$ cat src/hw/rtl/plpe_pkg.sv
// Package for the piecewise-linear profile evaluator.
// Word types, request and status codes, table sizing. No dependencies.
`default_nettype none
package plpe_pkg;
    localparam int KNOTS = 64;
    localparam int IDX_W = 6;
    localparam int CNT_W = 7;

    localparam logic [1:0] REQ_LOAD = 2'd0;
    localparam logic [1:0] REQ_EVAL = 2'd1;
    localparam logic [1:0] REQ_INTG = 2'd2;

    localparam logic [1:0] ST_OK   = 2'd0;
    localparam logic [1:0] ST_ORDER = 2'd1;
    localparam logic [1:0] ST_SAT  = 2'd2;

    typedef struct packed {
        logic [1:0]         req_type;
        logic [5:0]         knot_index;
        logic signed [31:0] time_a;
        logic signed [31:0] time_b;
        logic [31:0]        knot_rate;
    } in_word_t;

    typedef struct packed {
        logic signed [63:0] result_value;
        logic [1:0]         status;
    } out_word_t;

    typedef struct packed {
        logic        start;
        logic [63:0] num;
        logic [32:0] den;
    } div_req_t;
endpackage
`default_nettype wire

$ cat src/hw/rtl/plpe_div.sv
// Radix-2 restoring divider, one quotient bit per cycle.
// Depends on plpe_pkg for the request struct.
`default_nettype none
module plpe_div (
    input  wire logic              aclk,
    input  wire logic              aresetn,
    input  wire plpe_pkg::div_req_t req,
    output logic                   done,
    output logic [63:0]            quot
);
    import plpe_pkg::*;
    logic [63:0] q_reg, q_next;
    logic [33:0] r_reg, r_next;
    logic [32:0] d_reg, d_next;
    logic [6:0]  cnt_reg, cnt_next;
    logic        busy_reg, busy_next, done_reg, done_next;
    logic [33:0] sh;
    logic [34:0] diff;

    always_comb begin
        q_next = q_reg; r_next = r_reg; d_next = d_reg; cnt_next = cnt_reg;
        busy_next = busy_reg; done_next = 1'b0;
        sh = {r_reg[32:0], q_reg[63]};
        diff = {1'b0, sh} - {2'b0, d_reg};
        if (req.start) begin
            q_next = req.num; r_next = '0; d_next = req.den;
            cnt_next = 7'd64; busy_next = 1'b1;
        end else if (busy_reg) begin
            if (!diff[34]) begin
                r_next = diff[33:0];
                q_next = {q_reg[62:0], 1'b1};
            end else begin
                r_next = sh;
                q_next = {q_reg[62:0], 1'b0};
            end
            cnt_next = cnt_reg - 7'd1;
            if (cnt_reg == 7'd1) begin
                busy_next = 1'b0; done_next = 1'b1;
            end
        end
    end

    always_ff @(posedge aclk) begin
        q_reg <= q_next; r_reg <= r_next; d_reg <= d_next; cnt_reg <= cnt_next;
        if (!aresetn) begin
            busy_reg <= 1'b0; done_reg <= 1'b0;
        end else begin
            busy_reg <= busy_next; done_reg <= done_next;
        end
    end

    assign done = done_reg;
    assign quot = q_reg;
endmodule
`default_nettype wire

$ cat config.mk
export PLATFORM = sky130hd
export DESIGN_NAME = plpe_div
export DESIGN_NICKNAME = d
export VERILOG_FILES = /design/src/hw/rtl/plpe_pkg.sv /design/src/hw/rtl/plpe_div.sv
export SDC_FILE = /design/constraint.sdc
export NUM_CORES = 1
export LEC_CHECK = 0
export ABC_AREA = 1
export ABC_CLOCK_PERIOD_IN_PS = 4750
export BUFFER_PORTS_ARGS = -buffer_cell sky130_fd_sc_hd__buf_2
export CAP_MARGIN = 20
export CORE_MARGIN = 5
export CORE_UTILIZATION = 61
export CTS_CLUSTER_DIAMETER = 200
export CTS_CLUSTER_SIZE = 25
export DETAILED_ROUTE_END_ITERATION = 8
export PLACE_DENSITY = 0.87
export SLEW_MARGIN = 20
export SYNTH_ARGS = -nofsm -noshare
export SYNTH_HDL_FRONTEND = slang
export SYNTH_SLANG_ARGS = --single-unit
$ cat constraint.sdc
create_clock -name aclk -period 4.75 [get_ports aclk]
set_input_delay 0.475 -clock aclk [delete_from_list [all_inputs] [get_ports aclk]]
set_output_delay 0.475 -clock aclk [all_outputs]
set_load 0.01 [all_outputs]
==> impl_metrics.env <==
export IMPL_status="finished, final reports clean"
export IMPL_pwr_share_clk_pct=44.2
export IMPL_dp_cells=1495
export IMPL_pre_cts_ws_ps=2160
export IMPL_synthesis_area_mm2=0.00850
export IMPL_r2r_start="quot[63]"
export IMPL_clockBufferDepth=2
export IMPL_wire_per_inst_um=15.1
export IMPL_finClkSkew_ps=11.6
export IMPL_synthDistinctLibCells=38
export IMPL_vias_per_cell=5.25
export IMPL_num_antenna_cells=0
export IMPL_leakagePower_nw=5.51
export IMPL_max_cap_viol_count=0
export IMPL_reg2reg_slack_ps=2090
export IMPL_synth_avg_cell_area_um2=7.22
export IMPL_yosysTopAreaCell="edfxtp_1"
export IMPL_vdd_drop_max_uv=259
export IMPL_initial_core_util_pct=61.7
export IMPL_dieWidth_um=128
export IMPL_yosysSeqAreaShare_pct=44.1
export IMPL_cts_tree="built"
export IMPL_max_freq_ghz=0.376
export IMPL_first_iter_violations=772
export IMPL_io_pins=165
export IMPL_num_vias=8025
export IMPL_synth_flop_cell="edfxtp_1"
export IMPL_grt_usage_pct=28.6
export IMPL_area_growth_pct=18.5
export IMPL_max_slew_margin_pct=39.5
export IMPL_worst_pin_slew_ps=908
export IMPL_hold_viol=0
export IMPL_fin_crit_sh_pct=56.0
export IMPL_drv_slew=0
export IMPL_powerDensity_mw_per_mm2=331
export IMPL_synth_seq_cells=139
export IMPL_seqPwrFrac_pct=43.5
export IMPL_portBuffers=164
export IMPL_clock_sinks=139
export IMPL_finalSetupTns_ps=0
export IMPL_nets=1471
export IMPL_numCtsBuffers=17
export IMPL_grt_pass1_vias=7812
export IMPL_postRouteAntennaNets=0
export IMPL_synth_top_area_share_pct=34.3
export IMPL_place_hpwl_um=16500
export IMPL_post_cts_buffers=0
export IMPL_fin_cells=1528
export IMPL_hold_class="in2reg"
export IMPL_cp_endpoint="r_reg[10]"
export IMPL_drive_gt1_share_pct=17.4
export IMPL_final_min_clock_period_ps=2660
export IMPL_rows=43
export IMPL_cts_resized=0
export IMPL_clk_latency_ps=420
export IMPL_ctsHoldBuffers=0
export IMPL_crit_start="quot[63]"
export IMPL_fin_util_pct=73.2
export IMPL_p_sw_mw=0.878
export IMPL_worstPathRequired_ps=5090
export IMPL_cp_start_kind="flip-flop"
export IMPL_synthesis_nets=1313
export IMPL_clk_pin_slew_ps=70
export IMPL_syn_inst=1177
export IMPL_async_flop_share_pct=0
export IMPL_finalSetupViolCount=0
export IMPL_grt_max_degree=84
export IMPL_antenna_found_initial=0
export IMPL_critPathKind="reg2reg"
export IMPL_setup_ws_ps=2090
export IMPL_synth_edff_count=97
export IMPL_place_gp_congestion=0.973
export IMPL_reg2reg_to="r_reg[10]"
export IMPL_rsz0062_at_grt="no"
export IMPL_total_power_mw=3.34
export IMPL_rr_worst_depth=13
export IMPL_swShare_pct=26.3
export IMPL_core_area_mm2=0.0138
export IMPL_grt_pass1_wl_um=37400
export IMPL_largest_reg_flops=64
export IMPL_path_max_fanout=36
export IMPL_cp_arrival_ps=3000
export IMPL_internal_power_mw=2.46
export IMPL_cp_end_kind="flip-flop"
export IMPL_dieArea_mm2=0.0164
export IMPL_cts_max_level=4
export IMPL_drtPass1Iterations=6
export IMPL_pwr_share_comb_pct=12.3
export IMPL_drc_errors=0
export IMPL_synth_area_leaders="edfxtp_1 34%, nand2_1 23%, dfxtp_1 9.9%"
export IMPL_cts_root_buf="clkbuf_16"
export IMPL_synth_warnings=0
export IMPL_whs_path_depth=1
export IMPL_grt_overflow_total=0
export IMPL_die_h_um=128
export IMPL_wirelength_um=23100
-- worst min-delay path by stage --
stage / startpoint / endpoint
finish: req[32] / d_reg[32]
global route: req[9] / d_reg[9]
CTS: req[32] / d_reg[32]
detailed placement: r_reg[23] / r_reg[23]
global placement: r_reg[18] / r_reg[18]
floorplan: r_reg[15] / r_reg[15]
-- cell families after synthesis --
family                   Yosys count  synth area share (%)
flip-flops                       139                  44.1
XOR/XNOR                          16                  1.65
buffers and inverters            230                  10.9
adder cells (fa/ha/maj)           36                  5.39
AO/OA/AOI/OAI                     47                  3.05
AND/OR/NAND/NOR                  709                  34.9
-- power by group through the flow --
stage | clock [mW] | sequential [mW] | combinational, mW
4_1_cts | 1.49 | 1.45 | 0.405
2_1_floorplan | 0 | 1.50 | 0.208
6_report | 1.48 | 1.45 | 0.409
3_3_place_gp | 0 | 1.48 | 0.389
5_1_grt | 1.55 | 1.46 | 0.456
3_5_place_dp | 0 | 1.48 | 0.402
-- cell usage after synthesis, drive strengths merged, types with 2 or more instances --
cell	n
nand3b	12
nor2	63
dfxtp	42
xnor2	14
nand2	525
a21oi	25
ha	35
o21bai	4
nor3	6
xor2	2
edfxtp	97
inv	199
buf	14
o21ai	16
nand3	90
and2	3
clkbuf	16
nand4	8
-- cells in the final DEF (no fill, tap or decap), types with 5 or more instances in the layout --
| cell type | n |
|---|---|
| nand4_1 | 8 |
| nor2_2 | 7 |
| nand2_1 | 519 |
| a21oi_1 | 22 |
| inv_1 | 193 |
| edfxtp_1 | 97 |
| buf_2 | 163 |
| buf_4 | 5 |
| xnor2_1 | 14 |
| inv_2 | 6 |
| nand3_2 | 8 |
| nand3b_1 | 12 |
| o21ai_1 | 13 |
| ha_1 | 35 |
| clkbuf_16 | 17 |
| nor2_1 | 55 |
| nand3_1 | 82 |
| dfxtp_1 | 42 |
| nor3_1 | 5 |
-- layer usage --
layer / up-vias / GRT usage, % / share of wire (%)
met5: - / 0 / 0
met4: 0 / 8.30 / 2.1
met3: 41 / 6.83 / 9.1
met2: 386 / 48.8 / 48
met1: 3629 / 36.4 / 40
li1: 3969 / - / -
-- stage by stage --
step / area (um^2) / hold slack [ps]
after floorplan: 8500 / 444
after CTS: 10100 / 212
after global placement: 9410 / 460
after detailed placement: 9410 / 463
final: 10100 / 225
after global routing: 10100 / 210
-- worst max-delay path, cell delays in order (launching register included) --
cell and delay, ps:
edfxtp_1 410, inv_1 100, ha_1 140, inv_1 70, fa_1 420, nand3_1 120
nand3_2 120, nand2_2 90, nand2_2 70, nand2_4 380, nand2_8 290, nand2_1 170
nand3_1 80, o21ai_1 100
-- final cells by class --
type,instances,area (um^2)
fillers,1069,3700
well taps,180,225
inverters,200,751
repair buffers,169,873
clock buffers,18,439
clock inverters,14,206
multi-input cells,808,3830
flip-flops and latches,139,3750
Note: power is estimated with default switching activity, not from simulation.
